===== src/hdl/vdpm_pkg.sv =====
// Package: shared constants, register codes, types and helpers of the viewport pixel mapper.
`default_nettype none
package vdpm_pkg;

   // Default values of the top level parameters
   localparam int STATUSBAR_H_DEF = 32;
   localparam int TILE_W_DEF      = 256;
   localparam int TILE_H_DEF      = 256;

   // Configuration port geometry
   localparam int CSR_ADDR_W = 5;
   localparam int CSR_DATA_W = 32;

   // Register map, one 32-bit word per register
   typedef enum logic [2:0] {
      CSR_VIEW_LEFT      = 3'd0,
      CSR_VIEW_TOP       = 3'd1,
      CSR_ZOOM_MODE      = 3'd2,
      CSR_FIT_DECIMATION = 3'd3,
      CSR_PANEL_WIDTH    = 3'd4,
      CSR_PANEL_HEIGHT   = 3'd5,
      CSR_PAGE_WIDTH     = 3'd6,
      CSR_PAGE_HEIGHT    = 3'd7
   } csr_index_type;

   // Register reset values
   localparam logic [15:0] VIEW_LEFT_RST      = 16'd0;
   localparam logic [15:0] VIEW_TOP_RST       = 16'd0;
   localparam logic        ZOOM_MODE_RST      = 1'b0;
   localparam logic [7:0]  FIT_DECIMATION_RST = 8'd1;
   localparam logic [11:0] PANEL_WIDTH_RST    = 12'd800;
   localparam logic [11:0] PANEL_HEIGHT_RST   = 12'd480;
   localparam logic [15:0] PAGE_WIDTH_RST     = 16'd1;
   localparam logic [15:0] PAGE_HEIGHT_RST    = 16'd1;

   // Zoom mode codes
   localparam logic ZOOM_ONE_TO_ONE = 1'b0;
   localparam logic ZOOM_FIT        = 1'b1;

   // Divider pipeline: numerators never exceed 17 bits, the decimation is 8 bits
   localparam int DIV_NUM_W = 17;
   localparam int DIV_DEN_W = 8;
   localparam int DIV_LANES = 4;

   // Divider lanes
   localparam int LANE_NX = 0;   // ceiling-biased region width
   localparam int LANE_NY = 1;   // ceiling-biased region height
   localparam int LANE_RX = 2;   // column offset inside the region
   localparam int LANE_RY = 3;   // row offset inside the region

   // Word fields that ride alongside the divider
   typedef struct packed {
      logic       keep;
      logic [7:0] gray;
   } div_side_type;

   // Gray replicated into the three RGB565 fields
   function automatic logic [15:0] pack_rgb565(input logic [7:0] gray);
      pack_rgb565 = {gray[7:3], gray[7:2], gray[7:3]};
   endfunction

endpackage
`default_nettype wire


===== src/hdl/vdpm_req_if.sv =====
// Interface: input pixel channel of the viewport pixel mapper.
`default_nettype none
interface vdpm_req_if;
   logic       valid;
   logic       ready;
   logic [7:0] tile_col_index;
   logic [7:0] tile_row_index;
   logic [7:0] pixel_col;
   logic [7:0] pixel_row;
   logic [7:0] gray;

   modport source (
      output valid, tile_col_index, tile_row_index, pixel_col, pixel_row, gray,
      input  ready
   );
   modport sink (
      input  valid, tile_col_index, tile_row_index, pixel_col, pixel_row, gray,
      output ready
   );
endinterface
`default_nettype wire


===== src/hdl/vdpm_rsp_if.sv =====
// Interface: mapped panel pixel channel of the viewport pixel mapper.
`default_nettype none
interface vdpm_rsp_if;
   logic        valid;
   logic        ready;
   logic [11:0] panel_x;
   logic [11:0] panel_y;
   logic [23:0] panel_addr;
   logic [15:0] rgb565;

   modport source (
      output valid, panel_x, panel_y, panel_addr, rgb565,
      input  ready
   );
   modport sink (
      input  valid, panel_x, panel_y, panel_addr, rgb565,
      output ready
   );
endinterface
`default_nettype wire


===== src/hdl/vdpm_div_pipe.sv =====
// Module: multi-lane restoring divider pipeline, one quotient bit per stage.
`default_nettype none
module vdpm_div_pipe #(
   parameter int NUM_W = vdpm_pkg::DIV_NUM_W,
   parameter int DEN_W = vdpm_pkg::DIV_DEN_W,
   parameter int LANES = vdpm_pkg::DIV_LANES
) (
   input  logic                   clock,
   input  logic                   reset,
   input  logic                   in_valid,
   output logic                   in_ready,
   input  logic [NUM_W-1:0]       in_num [LANES],
   input  logic [DEN_W-1:0]       in_den,
   input  vdpm_pkg::div_side_type in_side,
   output logic                   out_valid,
   input  logic                   out_ready,
   output logic [NUM_W-1:0]       out_quo [LANES],
   output logic [DEN_W-1:0]       out_rem [LANES],
   output vdpm_pkg::div_side_type out_side
);

   // Each stage holds the partial remainder and a word that shifts the
   // remaining numerator bits out at the top and quotient bits in at the bottom.
   logic [NUM_W-1:0]       valid_ff;
   logic [NUM_W-1:0]       valid_in;
   logic [DEN_W-1:0]       den_ff  [NUM_W];
   logic [DEN_W-1:0]       den_in  [NUM_W];
   vdpm_pkg::div_side_type side_ff [NUM_W];
   vdpm_pkg::div_side_type side_in [NUM_W];
   logic [DEN_W-1:0]       rem_ff  [NUM_W][LANES];
   logic [DEN_W-1:0]       rem_in  [NUM_W][LANES];
   logic [NUM_W-1:0]       nq_ff   [NUM_W][LANES];
   logic [NUM_W-1:0]       nq_in   [NUM_W][LANES];
   logic                   advance;

   // The whole divider moves as one; it holds only when its last stage waits.
   assign advance  = out_ready || !valid_ff[NUM_W-1];
   assign in_ready = advance;

   always_comb begin : step_logic
      logic [DEN_W-1:0] src_rem;
      logic [NUM_W-1:0] src_nq;
      logic [DEN_W-1:0] src_den;
      logic [DEN_W:0]   trial;
      logic [DEN_W:0]   diff;
      logic             fits;
      for (int k = 0; k < NUM_W; k++) begin
         if (k == 0) begin
            valid_in[k] = in_valid;
            den_in[k]   = in_den;
            side_in[k]  = in_side;
         end else begin
            valid_in[k] = valid_ff[k-1];
            den_in[k]   = den_ff[k-1];
            side_in[k]  = side_ff[k-1];
         end
         src_den = den_in[k];
         for (int l = 0; l < LANES; l++) begin
            if (k == 0) begin
               src_rem = '0;
               src_nq  = in_num[l];
            end else begin
               src_rem = rem_ff[k-1][l];
               src_nq  = nq_ff[k-1][l];
            end
            trial = {src_rem, src_nq[NUM_W-1]};
            fits  = trial >= {1'b0, src_den};
            diff  = trial - {1'b0, src_den};
            rem_in[k][l] = fits ? diff[DEN_W-1:0] : trial[DEN_W-1:0];
            nq_in[k][l]  = {src_nq[NUM_W-2:0], fits};
         end
      end
   end

   always_ff @(posedge clock) begin
      if (reset) begin
         valid_ff <= '0;
      end else if (advance) begin
         valid_ff <= valid_in;
      end
   end

   always_ff @(posedge clock) begin
      if (advance) begin
         for (int k = 0; k < NUM_W; k++) begin
            if (valid_in[k]) begin
               den_ff[k]  <= den_in[k];
               side_ff[k] <= side_in[k];
               for (int l = 0; l < LANES; l++) begin
                  rem_ff[k][l] <= rem_in[k][l];
                  nq_ff[k][l]  <= nq_in[k][l];
               end
            end
         end
      end
   end

   assign out_valid = valid_ff[NUM_W-1];
   assign out_side  = side_ff[NUM_W-1];

   always_comb begin
      for (int l = 0; l < LANES; l++) begin
         out_quo[l] = nq_ff[NUM_W-1][l];
         out_rem[l] = rem_ff[NUM_W-1][l];
      end
   end

endmodule
`default_nettype wire


===== src/hdl/viewport_decimating_pixel_mapper.sv =====
// Top level: maps gray8 page pixels onto a decimated, centred RGB565 panel viewport.
//
// Usage. Page pixels arrive as words on req_bus (tile column and row index,
// position inside the tile, gray value) and are accepted when valid and ready
// are both high. Each word yields at most one word on rsp_bus: the panel
// column and row, the linear framebuffer address and the RGB565 colour.
// Pixels outside the viewport, off the decimation grid or off the panel
// produce no word at all, and the order of the surviving words is kept.
// A word passes two front stages, a 17-stage restoring divider (one quotient
// bit per stage, four lanes) and two back stages feeding the output register.
// While rsp_bus does not stall, a new word can be taken on every cycle, so
// the sustained rate is one word per cycle. When the receiver stalls, the
// output register holds its word and the stages outside the divider fill
// their empty slots before ready drops; the divider moves as one and holds
// while its last stage waits, so nothing is lost or repeated. The view and
// panel registers are written over the csr_ APB port, one 32-bit word per
// register at byte address 4*index; they are expected to change only while
// no word is in flight. Synchronous reset empties the pipeline and restores
// the register defaults (800 by 480 panel, one-to-one zoom, a one-pixel page).
`default_nettype none
module viewport_decimating_pixel_mapper #(
   parameter int STATUSBAR_H = vdpm_pkg::STATUSBAR_H_DEF,
   parameter int TILE_W      = vdpm_pkg::TILE_W_DEF,
   parameter int TILE_H      = vdpm_pkg::TILE_H_DEF
) (
   input  logic                            clock,
   input  logic                            reset,
   vdpm_req_if.sink                        req_bus,
   vdpm_rsp_if.source                      rsp_bus,
   input  logic                            csr_psel,
   input  logic                            csr_penable,
   input  logic                            csr_pwrite,
   input  logic [vdpm_pkg::CSR_ADDR_W-1:0] csr_paddr,
   input  logic [vdpm_pkg::CSR_DATA_W-1:0] csr_pwdata,
   output logic [vdpm_pkg::CSR_DATA_W-1:0] csr_prdata,
   output logic                            csr_pready
);

   // Page coordinates of a pixel: tile index times tile size plus offset.
   localparam int SX_W  = $clog2(256 * TILE_W);
   localparam int SY_W  = $clog2(256 * TILE_H);
   // Common width for the region compares (signed for rows) and differences.
   localparam int CMP_W = 24;
   // Width of the unclamped panel position sums.
   localparam int POS_W = 18;
   localparam int NUM_W = vdpm_pkg::DIV_NUM_W;
   localparam int DEN_W = vdpm_pkg::DIV_DEN_W;
   localparam int LANES = vdpm_pkg::DIV_LANES;

   // ------------------------------------------------------------------
   // Configuration registers
   // ------------------------------------------------------------------
   logic [15:0] view_left_ff;
   logic [15:0] view_top_ff;
   logic        zoom_mode_ff;
   logic [7:0]  fit_decimation_ff;
   logic [11:0] panel_width_ff;
   logic [11:0] panel_height_ff;
   logic [15:0] page_width_ff;
   logic [15:0] page_height_ff;

   logic                    csr_write;
   vdpm_pkg::csr_index_type csr_index;

   assign csr_pready = 1'b1;
   assign csr_write  = csr_psel && csr_penable && csr_pwrite && csr_pready;
   assign csr_index  = vdpm_pkg::csr_index_type'(csr_paddr[4:2]);

   always_ff @(posedge clock) begin
      if (reset) begin
         view_left_ff      <= vdpm_pkg::VIEW_LEFT_RST;
         view_top_ff       <= vdpm_pkg::VIEW_TOP_RST;
         zoom_mode_ff      <= vdpm_pkg::ZOOM_MODE_RST;
         fit_decimation_ff <= vdpm_pkg::FIT_DECIMATION_RST;
         panel_width_ff    <= vdpm_pkg::PANEL_WIDTH_RST;
         panel_height_ff   <= vdpm_pkg::PANEL_HEIGHT_RST;
         page_width_ff     <= vdpm_pkg::PAGE_WIDTH_RST;
         page_height_ff    <= vdpm_pkg::PAGE_HEIGHT_RST;
      end else if (csr_write) begin
         unique case (csr_index)
            vdpm_pkg::CSR_VIEW_LEFT:      view_left_ff      <= csr_pwdata[15:0];
            vdpm_pkg::CSR_VIEW_TOP:       view_top_ff       <= csr_pwdata[15:0];
            vdpm_pkg::CSR_ZOOM_MODE:      zoom_mode_ff      <= csr_pwdata[0];
            vdpm_pkg::CSR_FIT_DECIMATION: fit_decimation_ff <= csr_pwdata[7:0];
            vdpm_pkg::CSR_PANEL_WIDTH:    panel_width_ff    <= csr_pwdata[11:0];
            vdpm_pkg::CSR_PANEL_HEIGHT:   panel_height_ff   <= csr_pwdata[11:0];
            vdpm_pkg::CSR_PAGE_WIDTH:     page_width_ff     <= csr_pwdata[15:0];
            vdpm_pkg::CSR_PAGE_HEIGHT:    page_height_ff    <= csr_pwdata[15:0];
         endcase
      end
   end

   always_comb begin
      unique case (csr_index)
         vdpm_pkg::CSR_VIEW_LEFT:      csr_prdata = 32'(view_left_ff);
         vdpm_pkg::CSR_VIEW_TOP:       csr_prdata = 32'(view_top_ff);
         vdpm_pkg::CSR_ZOOM_MODE:      csr_prdata = 32'(zoom_mode_ff);
         vdpm_pkg::CSR_FIT_DECIMATION: csr_prdata = 32'(fit_decimation_ff);
         vdpm_pkg::CSR_PANEL_WIDTH:    csr_prdata = 32'(panel_width_ff);
         vdpm_pkg::CSR_PANEL_HEIGHT:   csr_prdata = 32'(panel_height_ff);
         vdpm_pkg::CSR_PAGE_WIDTH:     csr_prdata = 32'(page_width_ff);
         vdpm_pkg::CSR_PAGE_HEIGHT:    csr_prdata = 32'(page_height_ff);
      endcase
   end

   // ------------------------------------------------------------------
   // Values that follow from the registers alone
   // ------------------------------------------------------------------
   logic [7:0]         scale;     // decimation step; a zero factor acts as one
   logic signed [13:0] ch_sg;     // content height below the status bar, may be negative
   logic [11:0]        ch_rows;   // the same, only meaningful when positive

   assign scale = ((zoom_mode_ff == vdpm_pkg::ZOOM_FIT) && (fit_decimation_ff != 8'd0)) ?
                  fit_decimation_ff : 8'd1;
   assign ch_sg   = $signed({2'b00, panel_height_ff}) - $signed(14'(STATUSBAR_H));
   assign ch_rows = panel_height_ff - 12'(STATUSBAR_H);

   // ------------------------------------------------------------------
   // Handshake chain. Each stage frees itself when empty or when the stage
   // ahead takes its word; a dropped pixel frees the last stage at once.
   // ------------------------------------------------------------------
   logic st1_valid_ff, st2_valid_ff, st3_valid_ff, st4_valid_ff, rsp_valid_ff;
   logic st4_keep_ff;
   logic st1_take, st2_take, st3_take, st4_take, out_take;
   logic div_in_ready, div_out_valid;

   assign out_take = !rsp_valid_ff || rsp_bus.ready;
   assign st4_take = !st4_valid_ff || !st4_keep_ff || out_take;
   assign st3_take = !st3_valid_ff || st4_take;
   assign st2_take = !st2_valid_ff || div_in_ready;
   assign st1_take = !st1_valid_ff || st2_take;

   assign req_bus.ready = st1_take;

   always_ff @(posedge clock) begin
      if (reset) begin
         st1_valid_ff <= 1'b0;
         st2_valid_ff <= 1'b0;
         st3_valid_ff <= 1'b0;
         st4_valid_ff <= 1'b0;
         rsp_valid_ff <= 1'b0;
      end else begin
         if (st1_take) begin
            st1_valid_ff <= req_bus.valid;
         end
         if (st2_take) begin
            st2_valid_ff <= st1_valid_ff;
         end
         if (st3_take) begin
            st3_valid_ff <= div_out_valid;
         end
         if (st4_take) begin
            st4_valid_ff <= st3_valid_ff;
         end
         if (out_take) begin
            rsp_valid_ff <= st4_valid_ff && st4_keep_ff;
         end
      end
   end

   // ------------------------------------------------------------------
   // Stage 1: page coordinates and the region extent products
   // ------------------------------------------------------------------
   logic               st1_keep_ff,  st1_keep_in;
   logic [7:0]         st1_gray_ff;
   logic [SX_W-1:0]    st1_sx_ff,    st1_sx_in;
   logic [SY_W-1:0]    st1_sy_ff,    st1_sy_in;
   logic [19:0]        st1_xprod_ff, st1_xprod_in;
   logic signed [22:0] st1_yprod_ff, st1_yprod_in;

   assign st1_sx_in = SX_W'(req_bus.tile_col_index) * SX_W'(TILE_W) + SX_W'(req_bus.pixel_col);
   assign st1_sy_in = SY_W'(req_bus.tile_row_index) * SY_W'(TILE_H) + SY_W'(req_bus.pixel_row);
   // A position past the tile edge can only arise for tile sizes below 256.
   assign st1_keep_in  = (32'(req_bus.pixel_col) < TILE_W) && (32'(req_bus.pixel_row) < TILE_H);
   assign st1_xprod_in = 20'(panel_width_ff) * 20'(scale);
   assign st1_yprod_in = 23'(ch_sg) * 23'($signed({1'b0, scale}));

   always_ff @(posedge clock) begin
      if (st1_take && req_bus.valid) begin
         st1_keep_ff  <= st1_keep_in;
         st1_gray_ff  <= req_bus.gray;
         st1_sx_ff    <= st1_sx_in;
         st1_sy_ff    <= st1_sy_in;
         st1_xprod_ff <= st1_xprod_in;
         st1_yprod_ff <= st1_yprod_in;
      end
   end

   // ------------------------------------------------------------------
   // Stage 2: region end clamped to the page
   // ------------------------------------------------------------------
   logic                    st2_keep_ff;
   logic [7:0]              st2_gray_ff;
   logic [SX_W-1:0]         st2_sx_ff;
   logic [SY_W-1:0]         st2_sy_ff;
   logic [15:0]             st2_x1_ff, st2_x1_in;
   logic signed [CMP_W-1:0] st2_y1_ff, st2_y1_in;
   logic [20:0]             x_end;
   logic signed [CMP_W-1:0] y_end;
   logic signed [CMP_W-1:0] page_h_sg;

   assign x_end     = 21'(view_left_ff) + 21'(st1_xprod_ff);
   assign st2_x1_in = (x_end > 21'(page_width_ff)) ? page_width_ff : x_end[15:0];
   assign page_h_sg = $signed(CMP_W'(page_height_ff));
   assign y_end     = $signed(CMP_W'(view_top_ff)) + CMP_W'(st1_yprod_ff);
   assign st2_y1_in = (y_end > page_h_sg) ? page_h_sg : y_end;

   always_ff @(posedge clock) begin
      if (st2_take && st1_valid_ff) begin
         st2_keep_ff <= st1_keep_ff;
         st2_gray_ff <= st1_gray_ff;
         st2_sx_ff   <= st1_sx_ff;
         st2_sy_ff   <= st1_sy_ff;
         st2_x1_ff   <= st2_x1_in;
         st2_y1_ff   <= st2_y1_in;
      end
   end

   // ------------------------------------------------------------------
   // Region test and divider operands. Inside the region the offsets and
   // extents stay below 2^16, so 17-bit numerators are always enough.
   // ------------------------------------------------------------------
   logic                   in_x, in_y;
   logic [CMP_W-1:0]       sx_ext, sy_ext;
   logic [CMP_W-1:0]       nx_w, ny_w, rx_w, ry_w;
   logic [NUM_W-1:0]       div_num [LANES];
   vdpm_pkg::div_side_type div_in_side;

   assign sx_ext = CMP_W'(st2_sx_ff);
   assign sy_ext = CMP_W'(st2_sy_ff);
   assign in_x   = (sx_ext >= CMP_W'(view_left_ff)) && (sx_ext < CMP_W'(st2_x1_ff));
   assign in_y   = ($signed(sy_ext) >= $signed(CMP_W'(view_top_ff))) &&
                   ($signed(sy_ext) < st2_y1_ff);

   // Ceiling division is done as a floor division of extent plus step minus one.
   assign nx_w = CMP_W'(st2_x1_ff) - CMP_W'(view_left_ff) + CMP_W'(scale) - CMP_W'(1);
   assign ny_w = $unsigned(st2_y1_ff) - CMP_W'(view_top_ff) + CMP_W'(scale) - CMP_W'(1);
   assign rx_w = sx_ext - CMP_W'(view_left_ff);
   assign ry_w = sy_ext - CMP_W'(view_top_ff);

   always_comb begin
      div_num[vdpm_pkg::LANE_NX] = nx_w[NUM_W-1:0];
      div_num[vdpm_pkg::LANE_NY] = ny_w[NUM_W-1:0];
      div_num[vdpm_pkg::LANE_RX] = rx_w[NUM_W-1:0];
      div_num[vdpm_pkg::LANE_RY] = ry_w[NUM_W-1:0];
   end

   assign div_in_side.keep = st2_keep_ff && in_x && in_y;
   assign div_in_side.gray = st2_gray_ff;

   logic [NUM_W-1:0]       div_quo [LANES];
   logic [DEN_W-1:0]       div_rem [LANES];
   vdpm_pkg::div_side_type div_out_side;

   vdpm_div_pipe #(
      .NUM_W (NUM_W),
      .DEN_W (DEN_W),
      .LANES (LANES)
   ) u_div (
      .clock     (clock),
      .reset     (reset),
      .in_valid  (st2_valid_ff),
      .in_ready  (div_in_ready),
      .in_num    (div_num),
      .in_den    (scale),
      .in_side   (div_in_side),
      .out_valid (div_out_valid),
      .out_ready (st3_take),
      .out_quo   (div_quo),
      .out_rem   (div_rem),
      .out_side  (div_out_side)
   );

   // ------------------------------------------------------------------
   // Stage 3: centring offsets and the decimation grid test. The displayed
   // size never exceeds the panel, so the offsets are never negative.
   // ------------------------------------------------------------------
   logic             st3_keep_ff, st3_keep_in;
   logic [7:0]       st3_gray_ff;
   logic [11:0]      st3_ox_ff, st3_ox_in;
   logic [11:0]      st3_oy_ff, st3_oy_in;
   logic [NUM_W-1:0] st3_qrx_ff, st3_qry_ff;
   logic [11:0]      wdiff, hdiff;

   assign wdiff       = panel_width_ff - div_quo[vdpm_pkg::LANE_NX][11:0];
   assign hdiff       = ch_rows - div_quo[vdpm_pkg::LANE_NY][11:0];
   assign st3_ox_in   = {1'b0, wdiff[11:1]};
   assign st3_oy_in   = {1'b0, hdiff[11:1]};
   assign st3_keep_in = div_out_side.keep &&
                        (div_rem[vdpm_pkg::LANE_RX] == '0) &&
                        (div_rem[vdpm_pkg::LANE_RY] == '0);

   always_ff @(posedge clock) begin
      if (st3_take && div_out_valid) begin
         st3_keep_ff <= st3_keep_in;
         st3_gray_ff <= div_out_side.gray;
         st3_ox_ff   <= st3_ox_in;
         st3_oy_ff   <= st3_oy_in;
         st3_qrx_ff  <= div_quo[vdpm_pkg::LANE_RX];
         st3_qry_ff  <= div_quo[vdpm_pkg::LANE_RY];
      end
   end

   // ------------------------------------------------------------------
   // Stage 4: panel position and the panel bounds test
   // ------------------------------------------------------------------
   logic             st4_keep_in;
   logic [7:0]       st4_gray_ff;
   logic [11:0]      st4_px_ff, st4_py_ff;
   logic [POS_W-1:0] px_w, py_w;

   assign px_w = POS_W'(st3_ox_ff) + POS_W'(st3_qrx_ff);
   assign py_w = POS_W'(STATUSBAR_H) + POS_W'(st3_oy_ff) + POS_W'(st3_qry_ff);
   assign st4_keep_in = st3_keep_ff &&
                        (px_w < POS_W'(panel_width_ff)) &&
                        (py_w < POS_W'(panel_height_ff)) &&
                        (py_w >= POS_W'(STATUSBAR_H));

   always_ff @(posedge clock) begin
      if (st4_take && st3_valid_ff) begin
         st4_keep_ff <= st4_keep_in;
         st4_gray_ff <= st3_gray_ff;
         st4_px_ff   <= px_w[11:0];
         st4_py_ff   <= py_w[11:0];
      end
   end

   // ------------------------------------------------------------------
   // Output register: framebuffer address and colour
   // ------------------------------------------------------------------
   logic [11:0] rsp_px_ff, rsp_py_ff;
   logic [23:0] rsp_addr_ff, rsp_addr_in;
   logic [15:0] rsp_rgb_ff;

   assign rsp_addr_in = 24'(st4_py_ff) * 24'(panel_width_ff) + 24'(st4_px_ff);

   always_ff @(posedge clock) begin
      if (out_take && st4_valid_ff && st4_keep_ff) begin
         rsp_px_ff   <= st4_px_ff;
         rsp_py_ff   <= st4_py_ff;
         rsp_addr_ff <= rsp_addr_in;
         rsp_rgb_ff  <= vdpm_pkg::pack_rgb565(st4_gray_ff);
      end
   end

   assign rsp_bus.valid      = rsp_valid_ff;
   assign rsp_bus.panel_x    = rsp_px_ff;
   assign rsp_bus.panel_y    = rsp_py_ff;
   assign rsp_bus.panel_addr = rsp_addr_ff;
   assign rsp_bus.rgb565     = rsp_rgb_ff;

endmodule
`default_nettype wire


===== src/flat_wrapper.sv =====
// flat-port wrapper written by rule: the top's interface ports become plain ports
module viewport_decimating_pixel_mapper_flat 
#(
   parameter int STATUSBAR_H = vdpm_pkg::STATUSBAR_H_DEF,
   parameter int TILE_W      = vdpm_pkg::TILE_W_DEF,
   parameter int TILE_H      = vdpm_pkg::TILE_H_DEF
)
  (clock, reset, csr_psel, csr_penable, csr_pwrite, csr_paddr, csr_pwdata, csr_prdata, csr_pready, req_bus_valid, req_bus_tile_col_index, req_bus_tile_row_index, req_bus_pixel_col, req_bus_pixel_row, req_bus_gray, req_bus_ready, rsp_bus_valid, rsp_bus_panel_x, rsp_bus_panel_y, rsp_bus_panel_addr, rsp_bus_rgb565, rsp_bus_ready);
  vdpm_req_if req_bus_i ();
  vdpm_rsp_if rsp_bus_i ();
  input  logic clock;
  input  logic reset;
  input  logic csr_psel;
  input  logic csr_penable;
  input  logic csr_pwrite;
  input  logic [vdpm_pkg::CSR_ADDR_W-1:0] csr_paddr;
  input  logic [vdpm_pkg::CSR_DATA_W-1:0] csr_pwdata;
  output logic [vdpm_pkg::CSR_DATA_W-1:0] csr_prdata;
  output logic csr_pready;
  input wire logic [$bits(req_bus_i.valid)-1:0] req_bus_valid;
  input wire logic [$bits(req_bus_i.tile_col_index)-1:0] req_bus_tile_col_index;
  input wire logic [$bits(req_bus_i.tile_row_index)-1:0] req_bus_tile_row_index;
  input wire logic [$bits(req_bus_i.pixel_col)-1:0] req_bus_pixel_col;
  input wire logic [$bits(req_bus_i.pixel_row)-1:0] req_bus_pixel_row;
  input wire logic [$bits(req_bus_i.gray)-1:0] req_bus_gray;
  output wire logic [$bits(req_bus_i.ready)-1:0] req_bus_ready;
  output wire logic [$bits(rsp_bus_i.valid)-1:0] rsp_bus_valid;
  output wire logic [$bits(rsp_bus_i.panel_x)-1:0] rsp_bus_panel_x;
  output wire logic [$bits(rsp_bus_i.panel_y)-1:0] rsp_bus_panel_y;
  output wire logic [$bits(rsp_bus_i.panel_addr)-1:0] rsp_bus_panel_addr;
  output wire logic [$bits(rsp_bus_i.rgb565)-1:0] rsp_bus_rgb565;
  input wire logic [$bits(rsp_bus_i.ready)-1:0] rsp_bus_ready;
  assign req_bus_i.valid = req_bus_valid;
  assign req_bus_i.tile_col_index = req_bus_tile_col_index;
  assign req_bus_i.tile_row_index = req_bus_tile_row_index;
  assign req_bus_i.pixel_col = req_bus_pixel_col;
  assign req_bus_i.pixel_row = req_bus_pixel_row;
  assign req_bus_i.gray = req_bus_gray;
  assign req_bus_ready = req_bus_i.ready;
  assign rsp_bus_valid = rsp_bus_i.valid;
  assign rsp_bus_panel_x = rsp_bus_i.panel_x;
  assign rsp_bus_panel_y = rsp_bus_i.panel_y;
  assign rsp_bus_panel_addr = rsp_bus_i.panel_addr;
  assign rsp_bus_rgb565 = rsp_bus_i.rgb565;
  assign rsp_bus_i.ready = rsp_bus_ready;
  viewport_decimating_pixel_mapper #(.STATUSBAR_H(STATUSBAR_H), .TILE_W(TILE_W), .TILE_H(TILE_H)) u_core (.clock(clock), .reset(reset), .req_bus(req_bus_i), .rsp_bus(rsp_bus_i), .csr_psel(csr_psel), .csr_penable(csr_penable), .csr_pwrite(csr_pwrite), .csr_paddr(csr_paddr), .csr_pwdata(csr_pwdata), .csr_prdata(csr_prdata), .csr_pready(csr_pready));
endmodule

===== config.mk =====
export PLATFORM = sky130hd
export DESIGN_NAME = viewport_decimating_pixel_mapper_flat
export DESIGN_NICKNAME = d
export VERILOG_FILES = /design/src/hdl/vdpm_pkg.sv /design/src/hdl/vdpm_req_if.sv /design/src/hdl/vdpm_rsp_if.sv /design/src/hdl/vdpm_div_pipe.sv /design/src/hdl/viewport_decimating_pixel_mapper.sv /design/src/flat_wrapper.sv
export SDC_FILE = /design/constraint.sdc
export NUM_CORES = 2
export LEC_CHECK = 0
export BUFFER_PORTS_ARGS = -buffer_cell sky130_fd_sc_hd__buf_2
export CORE_MARGIN = 4
export CORE_UTILIZATION = 60
export CTS_CLUSTER_SIZE = 8
export DETAILED_ROUTE_END_ITERATION = 16
export MAX_ROUTING_LAYER = met4
export PLACE_DENSITY = 0.77
export SLEW_MARGIN = 40
export SYNTH_ARGS = -nofsm -noshare
export SYNTH_HDL_FRONTEND = slang
export SYNTH_SLANG_ARGS = --single-unit

===== constraint.sdc =====
create_clock -name clock -period 9.9 [get_ports clock]
set_input_delay 1.98 -clock clock [delete_from_list [all_inputs] [get_ports clock]]
set_output_delay 1.98 -clock clock [all_outputs]
set_load 0.05 [all_outputs]

==> summary.txt <==
GRT
  – Antenna violations before repair: 16
  – Gr ovfl total: 0
  – Met2 track demand over resource: 48.1%
  – Global-route track usage on met3: 5.17%
  – First-pass GRT wire length: 432 mm
  – GR Util met1: a little under two fifths
  – Largest net degree at the start of global routing: between 60 and 70
  – Via count of the first global-routing pass: 71,377
  – Busiest grt layer: met2
  – Overall Global Routing Usage: 30.0%

STA
  – Final worst path period need: 7.28 ns
  – Worst hold slack across all endpoints: 0.360 ns
  – Pins Over Slew Limit: 0
  – RSZ-0062 raised after global routing: no
  – Final hold violations: 0
  – Slew headroom: 36.8%
  – Final number of setup-violating endpoints: 0
  – Tightest Pin Transition: ~0.94 ns
  – Period utilization: 73.5%
  – Largest clock skew in the final design: 0.103 ns
  – Fmax: 137 MHz
  – Setup TNS after final layout: 0 ns

Critical path
  – Logic depth of the worst register-to-register path: 22
  – WS Path Type: reg -> reg
  – RR Startpoint: u_core.zoom_mode_ff$_SDFFE_PP0P_
  – Largest driver fanout on the critical path: 23
  – Capturing element of the worst setup path: u_core.u_div.rem_ff[0][16]$_DFFE_PP_
  – Critical Path Sink Type: flop
  – Startpoint kind of the worst setup timing path: flop
  – Timing startpoint of the critical path: u_core.zoom_mode_ff$_SDFFE_PP0P_
  – Critical Path AT: ~7.9 ns
  – Worst r2r dst: u_core.u_div.rem_ff[0][16]$_DFFE_PP_
  – Data required time at the worst endpoint: 10.54 ns
  – Worst setup slack for register-to-register paths: 2.62 ns

Finish
  – Number of fill cells in the layout: 13,194
  – Core utilization of the finished layout: 67.2%
  – Area grow syn2layout: 11.0%
  – Area of all sequential standard cells: 65,100 µm²
  – Leading cell type in the layout, fill and taps excluded: sky130_fd_sc_hd__edfxtp_1
  – Share of cells above drive strength 1: 9.93%
  – Multi-input gate area: 44,500 µm²
  – Most used cells in the layout excluding fill and tap cells: 2,087 x sky130_fd_sc_hd__edfxtp_1, 1,046 x sky130_fd_sc_hd__inv_1, 922 x sky130_fd_sc_hd__ha_1, 607 x sky130_fd_sc_hd__nand2_1, 602 x sky130_fd_sc_hd__nor2_1
  – Layout Nets: 10,604

Floorplanning
  – I/O pins: between 150 and 200
  – Horizontal die dimension: between 400 and 500 µm
  – Effective utilization at floorplan: between 60% and 70%
  – Core ar.: 189,000 µm²
  – Chip Height: 444 µm
  – Number of rows created at floorplan: 159
  – Overall die area: 197,000 µm²

Synthesis
  – Sequential area share after synthesis: ~57%
  – Top cells by area in the synthesized netlist: sky130_fd_sc_hd__edfxtp_1 55%, sky130_fd_sc_hd__ha_1 10%, sky130_fd_sc_hd__fa_1 6.0%
  – Dominant synthesized flop cell: sky130_fd_sc_hd__edfxtp_1
  – Synthesized area divided by synthesized cell count: about 13 µm²
  – Number of synthesized flops with an enable pin: 2,087
  – Top cell type by total area after synthesis: sky130_fd_sc_hd__edfxtp_1
  – Async SR Flop Fraction: 0%
  – Number of instances in the synthesized netlist: 8,883
  – Number of warnings issued by yosys: 0
  – Flip-flop and latch count after synthesis: 2,206
  – Library cells used by synthesis: 76
  – Cell area after synthesis: 114,000 µm²
  – Area fraction of the dominant cell type after synthesis: 54.9%

Clocking
  – Resize count post-CTS: 0
  – Count of hold-fix buffers inserted at cts: 0
  – Maximum level of the CTS H-tree: 5
  – Number of buffers created by CTS: 327
  – Clock Tree Buf Depth: 4
  – Worst skew pair latency: 0.97 ns
  – CTS tree: yes
  – Clock transition at the registers of the reported paths: roughly 0.050 ns
  – Sink Count: 2,206
  – Buffers inserted by post-CTS timing repair: 0
  – Buffer cell driving the clock tree root: sky130_fd_sc_hd__clkbuf_16

Power
  – Sequential Power Share: 49.9%
  – Worst vdd rail ir drop: 0.153 mV
  – Switching Fraction: 20.5%
  – Internal power of the cells: 16.3 mW
  – Power per cell area: 162 nW/µm²
  – Leakage component of the power: about 50 nW
  – Net switching power figure: 4.20 mW
  – Clock group share of total power: 47.3%
  – Combinational Power Share: 2.8%

Detailed routing
  – Overall routed net length: roughly 290 mm
  – Number of optimization iterations in the first detailed-route pass: 6
  – DRC Markers: 0
  – Via count: 69,845
  – DRT iter0 DRCs: around 5,700
  – Routed wire per std cell: 24.2 µm
  – Final ANT Viol Nets: 0
  – Via count normalized by instance count: between 5 and 6

Placement
  – Post-DP HPWL: 212 mm
  – Global placement routability congestion: about 0.94
  – Number of port buffers: 145

Status
  – Outcome: complete, no violations

Job
  – Max capacitance violation total: 0

Hold path
  – Worst hold path type: reg -> reg
## worst max-delay path, cell delays in order (launching register included)
cell and delay (ns):
sky130_fd_sc_hd__dfxtp_1 0.75, sky130_fd_sc_hd__nand2_1 0.68, sky130_fd_sc_hd__inv_1 0.61, sky130_fd_sc_hd__buf_4 0.33, sky130_fd_sc_hd__fa_1 0.48, sky130_fd_sc_hd__ha_1 0.32
sky130_fd_sc_hd__a21o_1 0.20, sky130_fd_sc_hd__a21oi_1 0.22, sky130_fd_sc_hd__nor2b_1 0.10, sky130_fd_sc_hd__o41ai_1 0.60, sky130_fd_sc_hd__o211ai_1 0.25, sky130_fd_sc_hd__nand2_1 0.14
sky130_fd_sc_hd__o21ai_0 0.16, sky130_fd_sc_hd__o211ai_1 0.20, sky130_fd_sc_hd__o41a_1 0.51, sky130_fd_sc_hd__and2_1 0.21, sky130_fd_sc_hd__ha_1 0.20, sky130_fd_sc_hd__inv_1 0.06
sky130_fd_sc_hd__ha_1 0.21, sky130_fd_sc_hd__a21oi_1 0.27, sky130_fd_sc_hd__nor2_1 0.16, sky130_fd_sc_hd__mux2_2 0.28, sky130_fd_sc_hd__o21ai_0 0.07
## cell families (layout without fill, tap and decap cells)
kind of cell,after synthesis,after routing,share of synthesized area (%)
buffers and inverters,1260,1702,4.25
XOR/XNOR,370,370,2.84
other,2,31,0.00657
multiplexers,463,463,4.47
flip-flops,2206,2206,56.9
adder cells (fa/ha/maj),1265,1265,16.1
AND/OR/NAND/NOR,1977,1977,8.16
AO/OA/AOI/OAI,1340,1340,7.24
## per-stage QoR
step / setup WS [ns] / power, mW / cells / cell area (µm²)
finish: 2.62 / 20.5 / 11849 / 127000
floorplan: 0.999 / 10.8 / 8898 / 114000
detailed placement: 2.77 / 11.0 / 11417 / 118000
global placement: 2.89 / 11.0 / 11413 / 118000
CTS: 2.77 / 20.7 / 11831 / 127000
global route: 2.28 / 21.2 / 11844 / 127000
## per-layer routing
| metal | routed length (µm) | vias up |
|---|---|---|
| li1 | - | 32276 |
| met2 | 136000 | 2543 |
| met5 | 0 | - |
| met1 | 117000 | 34361 |
| met3 | 19200 | 665 |
| met4 | 14700 | 0 |
## state kept, by name (all words and copies together) (netlist names), 17 cells and up
name and cells:
u_core.st3_qry_ff 17, u_core.u_div.rem_ff 528, u_core.u_div.valid_ff 17, u_core.st1_xprod_ff 20, u_core.st3_qrx_ff 17, u_core.rsp_bus.panel_addr 24, u_core.u_div.den_ff 128, u_core.u_div.side_ff 119
u_core.u_div.nq_ff 1006, u_core.st2_y1_ff 24, u_core.st1_yprod_ff 22
## synth_stat cells, types with 13 or more instances
cell,n
sky130_fd_sc_hd__or4_1,59
sky130_fd_sc_hd__ha_1,922
sky130_fd_sc_hd__nand3_1,49
sky130_fd_sc_hd__and3_1,29
sky130_fd_sc_hd__o31ai_1,20
sky130_fd_sc_hd__nor3_1,44
sky130_fd_sc_hd__a311oi_1,13
sky130_fd_sc_hd__o211a_1,54
sky130_fd_sc_hd__buf_4,27
sky130_fd_sc_hd__xor2_1,116
sky130_fd_sc_hd__dfxtp_1,119
sky130_fd_sc_hd__mux2i_1,153
sky130_fd_sc_hd__a21o_1,118
sky130_fd_sc_hd__edfxtp_1,2087
sky130_fd_sc_hd__a211oi_1,16
sky130_fd_sc_hd__nor2_1,610
sky130_fd_sc_hd__o211ai_1,13
sky130_fd_sc_hd__inv_1,1063
sky130_fd_sc_hd__a21boi_0,146
sky130_fd_sc_hd__nor2b_1,214
sky130_fd_sc_hd__o21a_1,44
sky130_fd_sc_hd__nand4_1,150
sky130_fd_sc_hd__nand2_1,608
sky130_fd_sc_hd__a21oi_1,327
sky130_fd_sc_hd__mux2_2,296
sky130_fd_sc_hd__and2_1,73
sky130_fd_sc_hd__nand2b_1,90
sky130_fd_sc_hd__clkinv_1,15
sky130_fd_sc_hd__clkbuf_1,142
sky130_fd_sc_hd__fa_1,343
sky130_fd_sc_hd__o21bai_1,16
sky130_fd_sc_hd__xnor2_1,254
sky130_fd_sc_hd__o21ai_0,483
sky130_fd_sc_hd__a31oi_1,15
## power groups by stage
stage               sequential [mW]  clock, mW  combinational [mW]
finish                         10.2       9.72               0.584
detailed placement             10.4          0               0.568
CTS                            10.2       9.87               0.578
global placement               10.4          0               0.553
global route                   10.2       10.3               0.642
floorplan                      10.4          0               0.403
## layout make-up
cell class,count,area share [%]
timing repair buffer,210,1.04
multi-input combinational,5432,35.1
antenna,14,0.0276
tap,2495,2.46
clock buffer,404,6.73
clock inverter,10,0.104
inverter,1078,3.22
sequential,2206,51.3
## worst min-delay path by stage
stage	startpoint	end	slack, ns	depth (start not counted)
final	u_core.st1_sy_ff[8]$_DFFE_PP_	u_core.st2_sy_ff[8]$_DFFE_PP_	0.36	0
after global routing	u_core.u_div.nq_ff[9][51]$_DFFE_PP_	u_core.u_div.nq_ff[10][52]$_DFFE_PP_	0.37	0
after CTS	u_core.u_div.side_ff[0][26]$_DFFE_PP_	u_core.u_div.side_ff[0][35]$_DFFE_PP_	0.35	0
after detailed placement	u_core.st1_sx_ff[2]$_DFFE_PP_	u_core.st2_sx_ff[2]$_DFFE_PP_	0.40	0
after global placement	u_core.u_div.nq_ff[6][63]$_DFFE_PP_	u_core.u_div.nq_ff[7][64]$_DFFE_PP_	0.40	0
after floorplan	u_core.st4_gray_ff[7]$_DFFE_PP_	u_core.rsp_bus.rgb565[10]$_DFFE_PP_	0.40	0
No activity file was read; power rests on OpenSTA's default activity.
